### src/rtl/core/sgde_pkg.sv
`timescale 1ns / 1ps
// ----------------------------------------------------------------------------
// Sphere grid distance package
// Shared types and constants for the lattice sphere distance pipeline.
// ----------------------------------------------------------------------------
package sgde_pkg;

    localparam int COORD_W  = 40;
    localparam int CFG_W    = 32;
    localparam int DIST_W   = 33;
    localparam int MAG_W    = 31;
    localparam int SQ_W     = 62;
    localparam int SUM_W    = 64;
    localparam int ROOT_W   = 32;

    localparam logic [CFG_W-1:0] CELL_SIZE_RESET = 32'd655360;
    localparam logic [CFG_W-1:0] RADIUS_RESET    = 32'd65536;

    typedef enum logic [0:0] {
        CFG_CELL_SIZE = 1'b0,
        CFG_RADIUS    = 1'b1
    } cfg_index_t;

    // One lane of the restoring divider as it passes from cell to cell.
    typedef struct packed {
        logic [CFG_W-1:0]   rem;
        logic [COORD_W-1:0] dvd;
        logic               q_lsb;
    } div_lane_t;

    // Square root working pair.
    typedef struct packed {
        logic [SUM_W-1:0] v;
        logic [SUM_W-1:0] res;
    } sqrt_lane_t;

endpackage

### src/rtl/core/sgde_fold.sv
`timescale 1ns / 1ps
// ----------------------------------------------------------------------------
// Remainder fold and square
// Turns a plain remainder into the magnitude of the symmetric remainder,
// rounding the quotient to nearest with ties to even, then squares it.
// ----------------------------------------------------------------------------
module sgde_fold (
    input  logic                       clk,
    input  logic                       en,
    input  logic [sgde_pkg::CFG_W-1:0] cell_size,
    input  sgde_pkg::div_lane_t        lane_in,
    output logic [sgde_pkg::SQ_W-1:0]  sq
);
    import sgde_pkg::*;

    logic [CFG_W:0]   twice_r;
    logic [CFG_W-1:0] mag_full;
    logic             wrap;
    logic [MAG_W-1:0] mag_reg;
    logic [SQ_W-1:0]  sq_reg;

    always_comb
    begin
        twice_r = {lane_in.rem, 1'b0};
        wrap    = (twice_r > {1'b0, cell_size})
                  || ((twice_r == {1'b0, cell_size}) && lane_in.q_lsb);
        if (cell_size == '0)
        begin
            mag_full = '0;
        end
        else if (wrap)
        begin
            mag_full = cell_size - lane_in.rem;
        end
        else
        begin
            mag_full = lane_in.rem;
        end
    end

    always_ff @(posedge clk)
    begin
        if (en)
        begin
            mag_reg <= mag_full[MAG_W-1:0];
            sq_reg  <= {{(SQ_W-MAG_W){1'b0}}, mag_reg} * {{(SQ_W-MAG_W){1'b0}}, mag_reg};
        end
    end

    assign sq = sq_reg;
endmodule

### config.mk
export PLATFORM = sky130hd
export DESIGN_NAME = sgde_fold
export DESIGN_NICKNAME = d
export VERILOG_FILES = /design/src/rtl/core/sgde_pkg.sv /design/src/rtl/core/sgde_fold.sv
export SDC_FILE = /design/constraint.sdc
export NUM_CORES = 2
export LEC_CHECK = 0
export BUFFER_PORTS_ARGS = -buffer_cell sky130_fd_sc_hd__buf_2
export CELL_PAD_IN_SITES_DETAIL_PLACEMENT = 0
export CELL_PAD_IN_SITES_GLOBAL_PLACEMENT = 1
export CORE_MARGIN = 2
export CORE_UTILIZATION = 30
export CTS_CLUSTER_SIZE = 10
export DETAILED_ROUTE_END_ITERATION = 8
export PLACE_DENSITY = 0.61
export SLEW_MARGIN = 20
export SYNTH_ARGS = -nofsm -noshare
export SYNTH_HDL_FRONTEND = slang
export SYNTH_SLANG_ARGS = --single-unit
export TNS_END_PERCENT = 30
### constraint.sdc
create_clock -name clk -period 23.9 [get_ports clk]
set_clock_uncertainty 0.1 [all_clocks]
set_input_delay 1.195 -clock clk [delete_from_list [all_inputs] [get_ports clk]]
set_output_delay 1.195 -clock clk [all_outputs]
set_load 0.05 [all_outputs]
Yosys cells after proc, flatten, opt, wreduce, memory -nomap -nowiden
Index checks and enable logic that the tools add are counted.

operators by class
  equal/unequal tests = 1
  $add $sub $neg = 1
  multipliers = 1
  muxes and demuxes = 1
  magnitude comparators = 1
  reduce and logical (&&, ||, !) cells = 3

operators with widths
  operator           number
  $mul 31x31->62     1
  $eq 33x32->1       1
  $gt 33x32->1       1
  $logic_not 32->1   1
  $mux 31            1
  $sub 31x31->31     1
  $logic_and 1x1->1  1
  $logic_or 1x1->1   1

word-level totals
  logic and storage cells = 10
  input bits = 107
  register bits = 93

Logic depth before layout (Yosys ltp)
  depth in word-level cells = 4
  mapped depth = 31
  mapped depth without buffers = 29

Worst setup path after synthesis
OpenSTA, ideal clock, no wires.

  path kind = register to register
  start = register mag_reg[4]
  end = register sq_reg[56], in the netlist sq[56], data pin
  arrival = 7,360 ps
  slack = 16,177 ps
  cell stages (with the launch flop) = 27
  required time = 23,537 ps
  clock period less this slack = 7,723 ps
  cell sequence = edfxtp_1 -> clkbuf_1 -> clkbuf_1 -> and2_1 -> fa_1 -> fa_1 -> fa_1 -> inv_1 -> fa_1 -> inv_1 -> fa_1 -> fa_1 -> fa_1 -> inv_1 -> fa_1 -> inv_1 -> ha_1 -> and3_1 -> a21boi_2 -> o21ai_1 -> a22oi_2 -> a21oi_2 -> o41a_1 -> o31a_4 -> o31ai_4 -> a31oi_1 -> xnor2_1

between the ends
  cells in the longest elaborated chain, start to end = 1

ends and longest elaborated chain
  what                    RTL line         RTL
  from (decl)             sgde_fold.sv:19  logic [MAG_W-1:0] mag_reg;
  from (signal assigned)  sgde_fold.sv:45  mag_reg <= mag_full[MAG_W-1:0];
  $mul 31x31->62          sgde_fold.sv:46  sq_reg <= {{(SQ_W-MAG_W){1'b0}}, mag_reg} * {{(SQ_W-MAG_W){1'b0}}, mag_reg};
  to (signal assigned)    sgde_fold.sv:46
  to (decl)               sgde_fold.sv:20  logic [SQ_W-1:0] sq_reg;

No other way between the ends.
A chain may end at the register's enable or synchronous reset.

Final worst setup path
  start = register mag_reg[16]
  end = register sq_reg[57], in the netlist sq[57], data pin

Same word-level chain as after synthesis.

==> summary.md <==
| Metric | Value |
|---|---|
| Status | finished, final reports clean |
| DP Wirelength | 72900 um |
| Crit-path slowest cell | edfxtp_1 |
| Die width | 335 um |
| CTS buffer count | 9 |
| Crit share post-route | 0.382 |
| Syn Area/Cell | 9.49 um2 |
| CTS tree | yes |
| Max Clock Freq | 109 MHz |
| Fin Setup TNS | 0 ps |
| Crit path cell chain | buf_4 > and2_1 > fa_1 > inv_1 > fa_1 > fa_1 > fa_1 > inv_1 > fa_1 > fa_1 > fa_1 > inv_1 > fa_1 > inv_1 > ha_1 > nand3_1 > nor4_1 > a221oi_1 > a311oi_1 > or3_1 > a211oi_1 > o21a_1 > o21ai_1 > xor2_1 |
| H-tree levels | 3 |
| Final cell count without fillers | 4956 |
| Final count of pins violating max slew | 0 |
| Initial antenna violation count | 3 |
| First-pass GRT wire length | 143000 um |
| Clock insertion delay at the later pin of the skew report | 410 ps |
| Min-delay worst type | flop to flop |
| CP max stage delay | 880 ps |
| Top cells by area, synth | fa_1, ha_1, inv_1, edfxtp_1, and2_1 |
| Fin crit period | 9140 ps |
| Worst Tran Pin Value | 934 ps |
| Total GRT Usage | 0.167 |
| # rows | 121 |
| Layout fillers | 11308 |
| Ratio of cells with drive above 1 in the final layout | 0.0579 |
| CP endpoint kind | flop |
| Area delta synth->final | 7.70% |
| Dpl cells | 4940 |
| Vias in the first global route | 24839 |
| Clock-pin slew on the worst setup and hold paths | 90 ps |
| M1 WL | 40000 um |
| Mapped Nets | 4659 |
| Req. time, crit path | 23980 ps |
| Port Buffers | 127 |
| Worst endpoint data arrival time | 9220 ps |
| Post-synthesis compound-gate area fraction | 0.0708 |
| Max reg flops | 61 |
| Multi-input gate area in the final layout | 26000 um2 |
| Drt total wl | 90000 um |
| Max-slew headroom | 0.372 |
| Yosys top cell by area | fa_1 |
| Maximum fanout along the worst path | 19 |
| Residual DRC count | 0 |
| WL/cell | 18.2 um |
| Syn. warnings | 0 |
| Largest family of logic cells by synthesized area | adder cells |
| Simple-gate share of the synthesized area | 0.106 |
| Nets | 4724 |
| Max Cap Violations | 0 |
| CTS Buffer Depth | 2 |
| Met3 wire len | 2550 um |
| Sequential Area | 2760 um2 |
| Share of the synthesized area in the top cell type | 0.456 |
| Place WS | 14670 ps |
| Fin worst setup slack | 14760 ps |
| Cell variety after synth | 67 |
| Final setup viols | 0 |
| Drt initial violations | 936 |
| DR vias | 22392 |
| Most frequent CP cell | fa_1 |
| Critical Path Source Type | flop |
| Sinks on Clock Net | 92 |
| Largest net degree at the start of global routing | 58 |
| Hold Buf Count CTS | 0 |
| Async S/R FF share, synth | 0 |
| Syn Inst Count | 3472 |
| RSZ-0062 raised after global routing | false |
| WS Path Type | flop to flop |
| DIE AREA | 112000 um2 |
| Mux contribution to synthesized area | 0.00308 |
| Synth Area in XOR/XNOR | 0.0282 |
| Commonest cells after routing, fill and taps aside | inv_1, fa_1, ha_1 |
| WHS | 726 ps |
| Drt first pass iters | 5 |
| Fin. Hold Viols | 0 |
| ANT nets after route | 0 |
| Most used DFF post-synth | edfxtp_1 |
| Postcts setup bufs | 0 |
| Chip Height | 335 um |
| Synth Register Bits | 92 |
| GRT overflow | 0 |
| Top Layer Used | met4 |
| Most common cell after layout, fill and taps aside | inv_1 |
| Mapped Area | 32900 um2 |
| GPL Wtd Cong | 0.831 |
| Post-synthesis sequential area ratio | 0.0839 |
| Number of synthesized flops with an enable pin | 92 |
| CTS resizes | 0 |
| Core area | 109000 um2 |
| ANT cells | 0 |
| Routed met2 length | 46000 um |
| Vias per cell | 4.52 |
| Root buf cell | clkbuf_16 |
| Initial cell density of the core | 0.303 |
| Synthesized-area fraction occupied by adder cells | 0.581 |
| Top-level port count | 169 |
## final timing paths
check         startpoint  endpoint  slack (ps)  cells past startpoint
max          mag_reg[16]    sq[57]       14760                     24
min           mag_reg[0]     sq[0]         730                      1
max reg2reg  mag_reg[16]    sq[57]       14760                     24
min reg2reg   mag_reg[0]     sq[0]         730                      1
## through the flow
step / utilization / instance area, um2
after floorplan: - / 32900
after global placement: 0.323 / 35200
after detailed placement: 0.323 / 35200
after CTS: 0.326 / 35500
after global routing: 0.326 / 35500
final: 0.326 / 35500
## Yosys cell counts, types with 22 or more instances
cell type	instances
nand2_1	293
clkbuf_1	104
nand4_1	26
fa_1	750
a21o_1	71
inv_1	1001
ha_1	330
nor2_1	112
o21ai_0	36
o21bai_1	22
a21oi_1	115
xnor2_1	62
and2_1	198
edfxtp_1	92
xor2_1	44
## cells by family after synthesis
logic type / Yosys count
and+or+nand+nor: 723
xor gates and xnor gates: 106
muxes: 10
other: 1
DFF: 92
adders and majority gates: 1080
buffers and inverters: 1109
AOI/OAI and AO/OA: 351
## per-layer routing
metal  vias to the layer above  global-route usage
li1                      10561                   -
met1                     11407               0.219
met2                       353               0.297
met3                        71              0.0190
met4                         0              0.0332
met5                         -                   0
## critical path, delay by kind of cell, from the launching register on
| kind | cells | cell delay (ps) |
|---|---|---|
| xor gates and xnor gates | 1 | 160 |
| AOI/OAI and AO/OA | 5 | 1710 |
| buffers and inverters | 5 | 690 |
| adders and majority gates | 9 | 4300 |
| and+or+nand+nor | 4 | 1080 |
| DFF | 1 | 880 |
## layout make-up
type                            instances  share of cell area
Clock inverter                          6             0.00127
Tap cell                             1414              0.0499
Timing Repair Buffer                  162              0.0254
Sequential cell                        92              0.0779
Multi-Input combinational cell       2271               0.733
Clock buffer                           10             0.00645
Inverter                             1001               0.106
Power is not shown: default switching activity piles up to over one toggle a cycle in this logic, so the estimate is an artifact.
