$ cat src/rtl/core/sgde_pkg.sv
`timescale 1ns / 1ps
// ----------------------------------------------------------------------------
// Sphere grid distance package
// Shared types and constants for the lattice sphere distance pipeline.
// ----------------------------------------------------------------------------
package sgde_pkg;

    localparam int COORD_W  = 40;
    localparam int CFG_W    = 32;
    localparam int DIST_W   = 33;
    localparam int MAG_W    = 31;
    localparam int SQ_W     = 62;
    localparam int SUM_W    = 64;
    localparam int ROOT_W   = 32;

    localparam logic [CFG_W-1:0] CELL_SIZE_RESET = 32'd655360;
    localparam logic [CFG_W-1:0] RADIUS_RESET    = 32'd65536;

    typedef enum logic [0:0] {
        CFG_CELL_SIZE = 1'b0,
        CFG_RADIUS    = 1'b1
    } cfg_index_t;

    // One lane of the restoring divider as it passes from cell to cell.
    typedef struct packed {
        logic [CFG_W-1:0]   rem;
        logic [COORD_W-1:0] dvd;
        logic               q_lsb;
    } div_lane_t;

    // Square root working pair.
    typedef struct packed {
        logic [SUM_W-1:0] v;
        logic [SUM_W-1:0] res;
    } sqrt_lane_t;

endpackage

$ cat src/rtl/core/sgde_div_cell.sv
`timescale 1ns / 1ps
// ----------------------------------------------------------------------------
// Divider cell
// One restoring division step: takes the next dividend bit into the
// remainder and subtracts the cell size where it fits.
// ----------------------------------------------------------------------------
module sgde_div_cell (
    input  logic                     clk,
    input  logic                     en,
    input  logic [sgde_pkg::CFG_W-1:0] cell_size,
    input  sgde_pkg::div_lane_t      lane_in,
    output sgde_pkg::div_lane_t      lane_out
);
    import sgde_pkg::*;

    logic [CFG_W:0] trial;
    logic [CFG_W:0] diff;
    logic           fits;
    div_lane_t      lane_next;
    div_lane_t      lane_reg;

    always_comb
    begin
        trial = {lane_in.rem, lane_in.dvd[COORD_W-1]};
        diff  = trial - {1'b0, cell_size};
        fits  = (trial >= {1'b0, cell_size});
        lane_next.rem   = fits ? diff[CFG_W-1:0] : trial[CFG_W-1:0];
        lane_next.dvd   = {lane_in.dvd[COORD_W-2:0], 1'b0};
        lane_next.q_lsb = fits;
    end

    always_ff @(posedge clk)
    begin
        if (en)
        begin
            lane_reg <= lane_next;
        end
    end

    assign lane_out = lane_reg;
endmodule

$ cat config.mk
export PLATFORM = sky130hd
export DESIGN_NAME = sgde_div_cell
export DESIGN_NICKNAME = d
export VERILOG_FILES = /design/src/rtl/core/sgde_pkg.sv /design/src/rtl/core/sgde_div_cell.sv
export SDC_FILE = /design/constraint.sdc
export NUM_CORES = 1
export LEC_CHECK = 0
export CORE_ASPECT_RATIO = 1.4
export CORE_UTILIZATION = 45
export DETAILED_ROUTE_END_ITERATION = 6
export DONT_BUFFER_PORTS = 1
export HOLD_SLACK_MARGIN = 0.08
export PLACE_DENSITY = 0.6
export RECOVER_POWER = 100
export SLEW_MARGIN = 20
export SYNTH_ARGS = -nofsm -noshare
export SYNTH_HDL_FRONTEND = slang
export SYNTH_SLANG_ARGS = --single-unit
export TNS_END_PERCENT = 20
$ cat constraint.sdc
create_clock -name clk -period 5 [get_ports clk]
set_input_delay 1 -clock clk [delete_from_list [all_inputs] [get_ports clk]]
set_output_delay 1 -clock clk [all_outputs]
set_load 0.03 [all_outputs]
Word level (Yosys, flattened, before mapping)
Cells that the tools add are included.

Add/sub/neg operators: 1. Multipliers: 0. Divide/modulo/power cells: 0. Order comparisons: 1. Eq/ne operators: 0. Shift-type cells: 0. Mux-type cells: 1. Bitwise logic cells: 0. Reduce and logical (&&, ||, !) cells: 0.

Operator list (number): $ge A33 B32 Y1 (1); $mux W32 (1); $sub A32 B32 Y32 (1).

Bits in registers: 72. Latch bits: 0. Bits in writable memories: 0. ROM bits: 0. Bits of input ports: 107. Output and inout bits: 73. Logic and storage cells: 6. Memories kept: 0.

Logic depth before layout (Yosys ltp)
Gate-level depths: netlist of the first run.

Depth after elaboration: 2. Mapped depth: 13. Gate-level depth less buffers: 11.

Worst setup path before layout of the first run
Ideal clock, no wire load.

Path kind: input to register. Start point: in cell_size[23] (netlist name). End point: reg lane_reg (netlist bit lane_out[45]), data pin. Library setup time: 260 ps. Arrival time: 3108 ps. Required time: 4740 ps. Slack: 1632 ps. Cell stages on the path: 11. Cell sequence: inv_1 ha_1 buf_6 and3_1 o21a_1 a311oi_2 o21ai_1 or3b_1 o21a_1 buf_6 mux2_4.

RTL lines: start, declared (line sgde_div_cell.sv:10) `input logic [sgde_pkg::CFG_W-1:0] cell_size,`; end signal, assigned (line sgde_div_cell.sv:36) `lane_reg <= lane_next;`; end, declared (line sgde_div_cell.sv:20) `div_lane_t lane_reg;`.

==> results of run 1 <==
through the flow:
step / total power, µW / hold WS (ns) / setup WS, ns / std cells
5_1_grt: 2010 / 0.744 / 1.00 / 565
3_5_place_dp: 1270 / 1.10 / 1.25 / 549
2_1_floorplan: 1210 / 1.10 / 1.63 / 433
4_1_cts: 1960 / 0.752 / 1.59 / 565
3_3_place_gp: 1270 / 1.10 / 1.27 / 549
6_report: 1930 / 0.761 / 1.23 / 565
critical path, cell delays in order:
cell      delay [ns]
inv_1           0.02
ha_1            0.41
and3_1          0.33
nand4_1         0.20
nor4b_1         0.46
a21o_1          0.21
o21a_2          0.14
clkbuf_1        0.68
mux2_1          0.39
cells by family after synthesis:
kind of cell    after synthesis  share of synthesized area
compound gates              120                      0.163
mux                          10                     0.0311
fa+ha+maj                    33                     0.0934
xor+xnor                     26                     0.0506
other cells                   1                   0.000833
flops                        72                      0.480
simple gates                107                      0.116
buf+inv                      64                     0.0648
synth_stat cells, types with 3 or more instances:
master and n:
o21a_1 6, xor2_1 10, a211oi_1 3, inv_1 46
mux2_4 8, ha_1 32, buf_6 5, nand2_1 24
o21ai_0 17, o31ai_1 7, nand3_1 8, xnor2_1 16
nand2b_1 7, buf_2 5, clkbuf_1 6, nor3_1 3
and2_1 3, nor2_1 37, a21o_1 8, a21oi_1 54
nand4_1 8, o21bai_1 5, edfxtp_1 72, o21ai_1 4
a2111oi_0 3
path summary, 6_finish.rpt:
| check | endpoint | slack (ns) | cells past startpoint |
|---|---|---|---|
| max | lane_out[55] | 1.23 | 9 |
| min | lane_out[39] | 0.76 | 0 |
power groups by stage:
| stage | Sequential [µW] | Combinational (µW) | Clock, µW |
|---|---|---|---|
| floorplan | 934 | 279 | 0 |
| global placement | 944 | 324 | 0 |
| detailed placement | 943 | 327 | 0 |
| CTS | 931 | 328 | 703 |
| global route | 937 | 351 | 722 |
| finish | 929 | 311 | 685 |
metal layers:
layer,vias to the layer above,part of all wire,track usage
li1,1551,-,-
met1,1448,0.39,0.202
met2,140,0.53,0.343
met3,9,0.070,0.0635
met4,0,0.012,0.0594
met5,-,0,0
layout make-up:
cell class	instances	area (µm²)	share of cell area
Inverter	46	173	0.0356
Clock buffer	10	229	0.0472
Clock inverter	6	92.6	0.0191
Timing Repair Buffer	2	11.3	0.00232
Multi-Input combinational cell	297	2010	0.416
Tap cell	132	165	0.0341
Sequential cell	72	2160	0.446
==> flow_metrics.tcl, run 1 <==
set metrics [dict create \
    status "finished clean" \
    synth_area_leaders "edfxtp_1 48%, ha_1 8.9%, a21oi_1 6.0%, inv_1 3.8%, xnor2_1 3.1%" \
    dieWidth_um 86.5 \
    syn_to_final_growth_pct 7.70 \
    synthCells 433 \
    cts_tree "done" \
    cts.sinks 72 \
    io_pins 180 \
    yosysSeqAreaShare 0.480 \
    yosys.area.top_type "edfxtp_1" \
    maxSlewViolCount 0 \
    synth_area_mm2 0.00450 \
    grt-ovfl-total 0 \
    drive_above_1_share 0.0508 \
    cap_viol_max_count 0 \
    worstSetupPathType "in -> reg" \
    path_max_fanout 22 \
    largest_register_ffs 72 \
    chipHeight_um 120 \
    start_kind "primary input" \
    drc 0 \
    placed_area_mm2 0.00456 \
    clk_path_buf_depth 2 \
    cts_setup_buffers 0 \
    wl_per_cell_um 16.9 \
    p_per_area_mw_per_mm2 397 \
    sequentialPowerShare 0.483 \
    synth_fp_nets 573 \
    start_util 0.471 \
    dp_hpwl_mm 7.46 \
    fmax_ghz 0.265 \
    timing.slew.headroom 0.386 \
    vias 3148 \
    internal-power_uw 1330 \
    required_ns 5.09 \
    comb_power_share 0.162 \
    first_pass_iters 4 \
    synth_flop_cell "edfxtp_1" \
    row_count 42 \
    routabilityCongestion 0.795 \
    wirelength_mm 9.57 \
    p_clk_frac 0.356 \
    diodes 0 \
    setup-tns-final_ns 0 \
    avgSynthCellArea_um2 10.4 \
    grt_max_degree 73 \
    holdCritStartpoint "lane_in[38]" \
    portBuffers 0 \
    grt_pass1_vias 3100 \
    coreArea_mm2 0.00956 \
    antenna_left 0 \
    switching_share 0.308 \
    die_area_mm2 0.0104 \
    hold_violations 0 \
    final_core_util 0.507 \
    p_switching_uw 593 \
    end_kind "flip-flop" \
    max-vdd-ir-drop_uv 190 \
    viasPerCell 5.57 \
    post-route-cell-area_mm2 0.00485 \
    antenna_found_initial 0 \
    timing.final.crit_share 0.755 \
    tightest_slew_ns 0.921 \
    fillers 927 \
    crit_arrival_ns 3.86 \
    path_clk_slew_ns 0.06 \
    drt-initial-drc-count 124 \
    grt_first_pass_wirelength_mm 14.8 \
    yosysWarnings 0 \
    synth_top_area_frac 0.480 \
    fin_nets 568 \
    synth_edf_count 72 \
    ctsHoldBuffers 0 \
    layout_commonest_cell "edfxtp_1" \
    setup_viol 0 \
    startpoint "cell_size[23]" \
    min_path_type "in -> reg" \
    synth_cell_types 50 \
    ctsResizeCount 0 \
    synth_seq_cells 72 \
    period_minus_slack_ns 3.77 \
    cts_made_buffers 9 \
    final_cell_mix "72 x edfxtp_1, 55 x a21oi_1, 46 x inv_1" \
    track_usage 0.188 \
    async_flop_share 0 \
    cts_root_buf "clkbuf_16" \
    rsz0062_at_grt "false" \
    leakagePower_uw 0.00194 \
    cts_htree_levels 3 \
]
Note: power is estimated with default switching activity, not from simulation.
==> inputs of run 2 (changes only) <==
==> constraint.sdc (replaced) <==
create_clock -name clk -period 3.7 [get_ports clk]
set_input_delay 0.74 -clock clk [delete_from_list [all_inputs] [get_ports clk]]
set_output_delay 0.74 -clock clk [all_outputs]
set_load 0.03 [all_outputs]
==> flow_metrics.tcl, run 2 (synthesis gave the netlist of run 1 again) <==
set metrics [dict create \
    die_area_mm2 0.0104 \
    track_usage 0.186 \
    worstSetupPathType "in -> reg" \
    ctsResizeCount 0 \
    antenna_left 0 \
    drt-initial-drc-count 101 \
    row_count 42 \
    required_ns 3.76 \
    ctsHoldBuffers 0 \
    io_pins 180 \
    dp_hpwl_mm 7.50 \
    portBuffers 0 \
    p_per_area_mw_per_mm2 517 \
    min_path_type "in -> reg" \
    start_util 0.471 \
    syn_to_final_growth_pct 7.84 \
    start_kind "primary input" \
    rsz0062_at_grt "false" \
    dieWidth_um 86.5 \
    drc 0 \
    end_kind "flip-flop" \
    final_cells 568 \
    antenna_found_initial 0 \
    cts_made_buffers 9 \
    grt_pass1_vias 3004 \
    coreArea_mm2 0.00956 \
    vias 3131 \
    status "finished clean" \
    grt-ovfl-total 0 \
    timing.slew.headroom 0.646 \
    wl_per_cell_um 16.9 \
    drive_above_1_share 0.0596 \
    path_clk_slew_ns 0.06 \
    tightest_slew_ns 0.518 \
    fillers 883 \
    cts_tree "done" \
    routabilityCongestion 0.773 \
    maxSlewViolCount 0 \
    critical-path-max-stage-delay_ns 0.39 \
    cp_common_cell "o21ai_0" \
    cp_slowest_cell "mux2_1" \
    max-vdd-ir-drop_uv 194 \
    setup_viol 0 \
    viasPerCell 5.51 \
    leakagePower_uw 0.00196 \
    chipHeight_um 120 \
    layout_commonest_cell "edfxtp_1" \
    wirelength_mm 9.58 \
    cts_setup_buffers 0 \
    cts_htree_levels 3 \
    worstPathCellList "inv_1 -> ha_1 -> a21oi_1 -> o21ai_0 -> a311oi_1 -> o21ai_0 -> or3b_1 -> o21a_2 -> clkbuf_2 -> mux2_1" \
    fmax_ghz 0.302 \
    dpl.cell_count 553 \
    setup-tns-final_ns 0 \
    holdCritStartpoint "lane_in[38]" \
    diodes 0 \
    power.total_uw 2510 \
    cts_root_buf "clkbuf_16" \
    path_max_fanout 16 \
    largest_register_ffs 72 \
    period_minus_slack_ns 3.31 \
    grt_max_degree 73 \
    startpoint "cell_size[20]" \
    final_cell_mix "72 x edfxtp_1, 54 x a21oi_1, 46 x inv_1" \
    cts.sinks 72 \
    first_pass_iters 4 \
    cap_viol_max_count 0 \
    clk_path_buf_depth 2 \
    timing.final.crit_share 0.894 \
    crit_arrival_ns 3.37 \
    hold_violations 0 \
    grt_first_pass_wirelength_mm 14.7 \
    fin_nets 572 \
]
## run 2: worst max-delay path: cells and delay by family
kind / cells / cell delay, ns
buf+inv: 2 / 0.28
fa+ha+maj: 1 / 0.38
mux: 1 / 0.39
compound gates: 5 / 1.19
simple gates: 1 / 0.38
## run 2: final timing paths
path,endpoint,slack (ns),cells after the start
worst max-delay path,lane_out[72],0.39,10
worst min-delay path,lane_out[39],0.51,0
## run 2: final cells by class
class	count	area, µm²	share of cell area
Timing Repair Buffer	6	55.1	0.0113
Clock inverter	6	61.3	0.0126
Clock buffer	9	225	0.0464
Sequential cell	72	2160	0.445
Inverter	46	173	0.0356
Multi-Input combinational cell	297	2010	0.415
Tap cell	132	165	0.0340
## run 2: stage by stage
stage / utilization / worst slack [ns] / hold slack (ns) / cell area, µm²
2_1_floorplan: - / 0.592 / 0.839 / 4500
3_3_place_gp: 0.482 / 0.256 / 0.839 / 4610
3_5_place_dp: 0.482 / 0.260 / 0.839 / 4610
4_1_cts: 0.512 / 0.592 / 0.497 / 4890
5_1_grt: 0.507 / 0.256 / 0.487 / 4850
6_report: 0.507 / 0.392 / 0.513 / 4850
## run 2: power breakdown
group | total [µW] | internal, µW | switching, µW
clock | 818 | 515 | 303
sequential | 1260 | 1030 | 223
combinational | 435 | 185 | 250
total | 2510 | 1730 | 776
## run 2: per-layer routing
layer  global-route usage  up-vias  part of all wire
met2                0.343      140              0.53
met4               0.0635        0            0.0096
met3               0.0594        6             0.073
li1                     -     1562                 -
met1                0.196     1423              0.39
met5                    0        -                 0
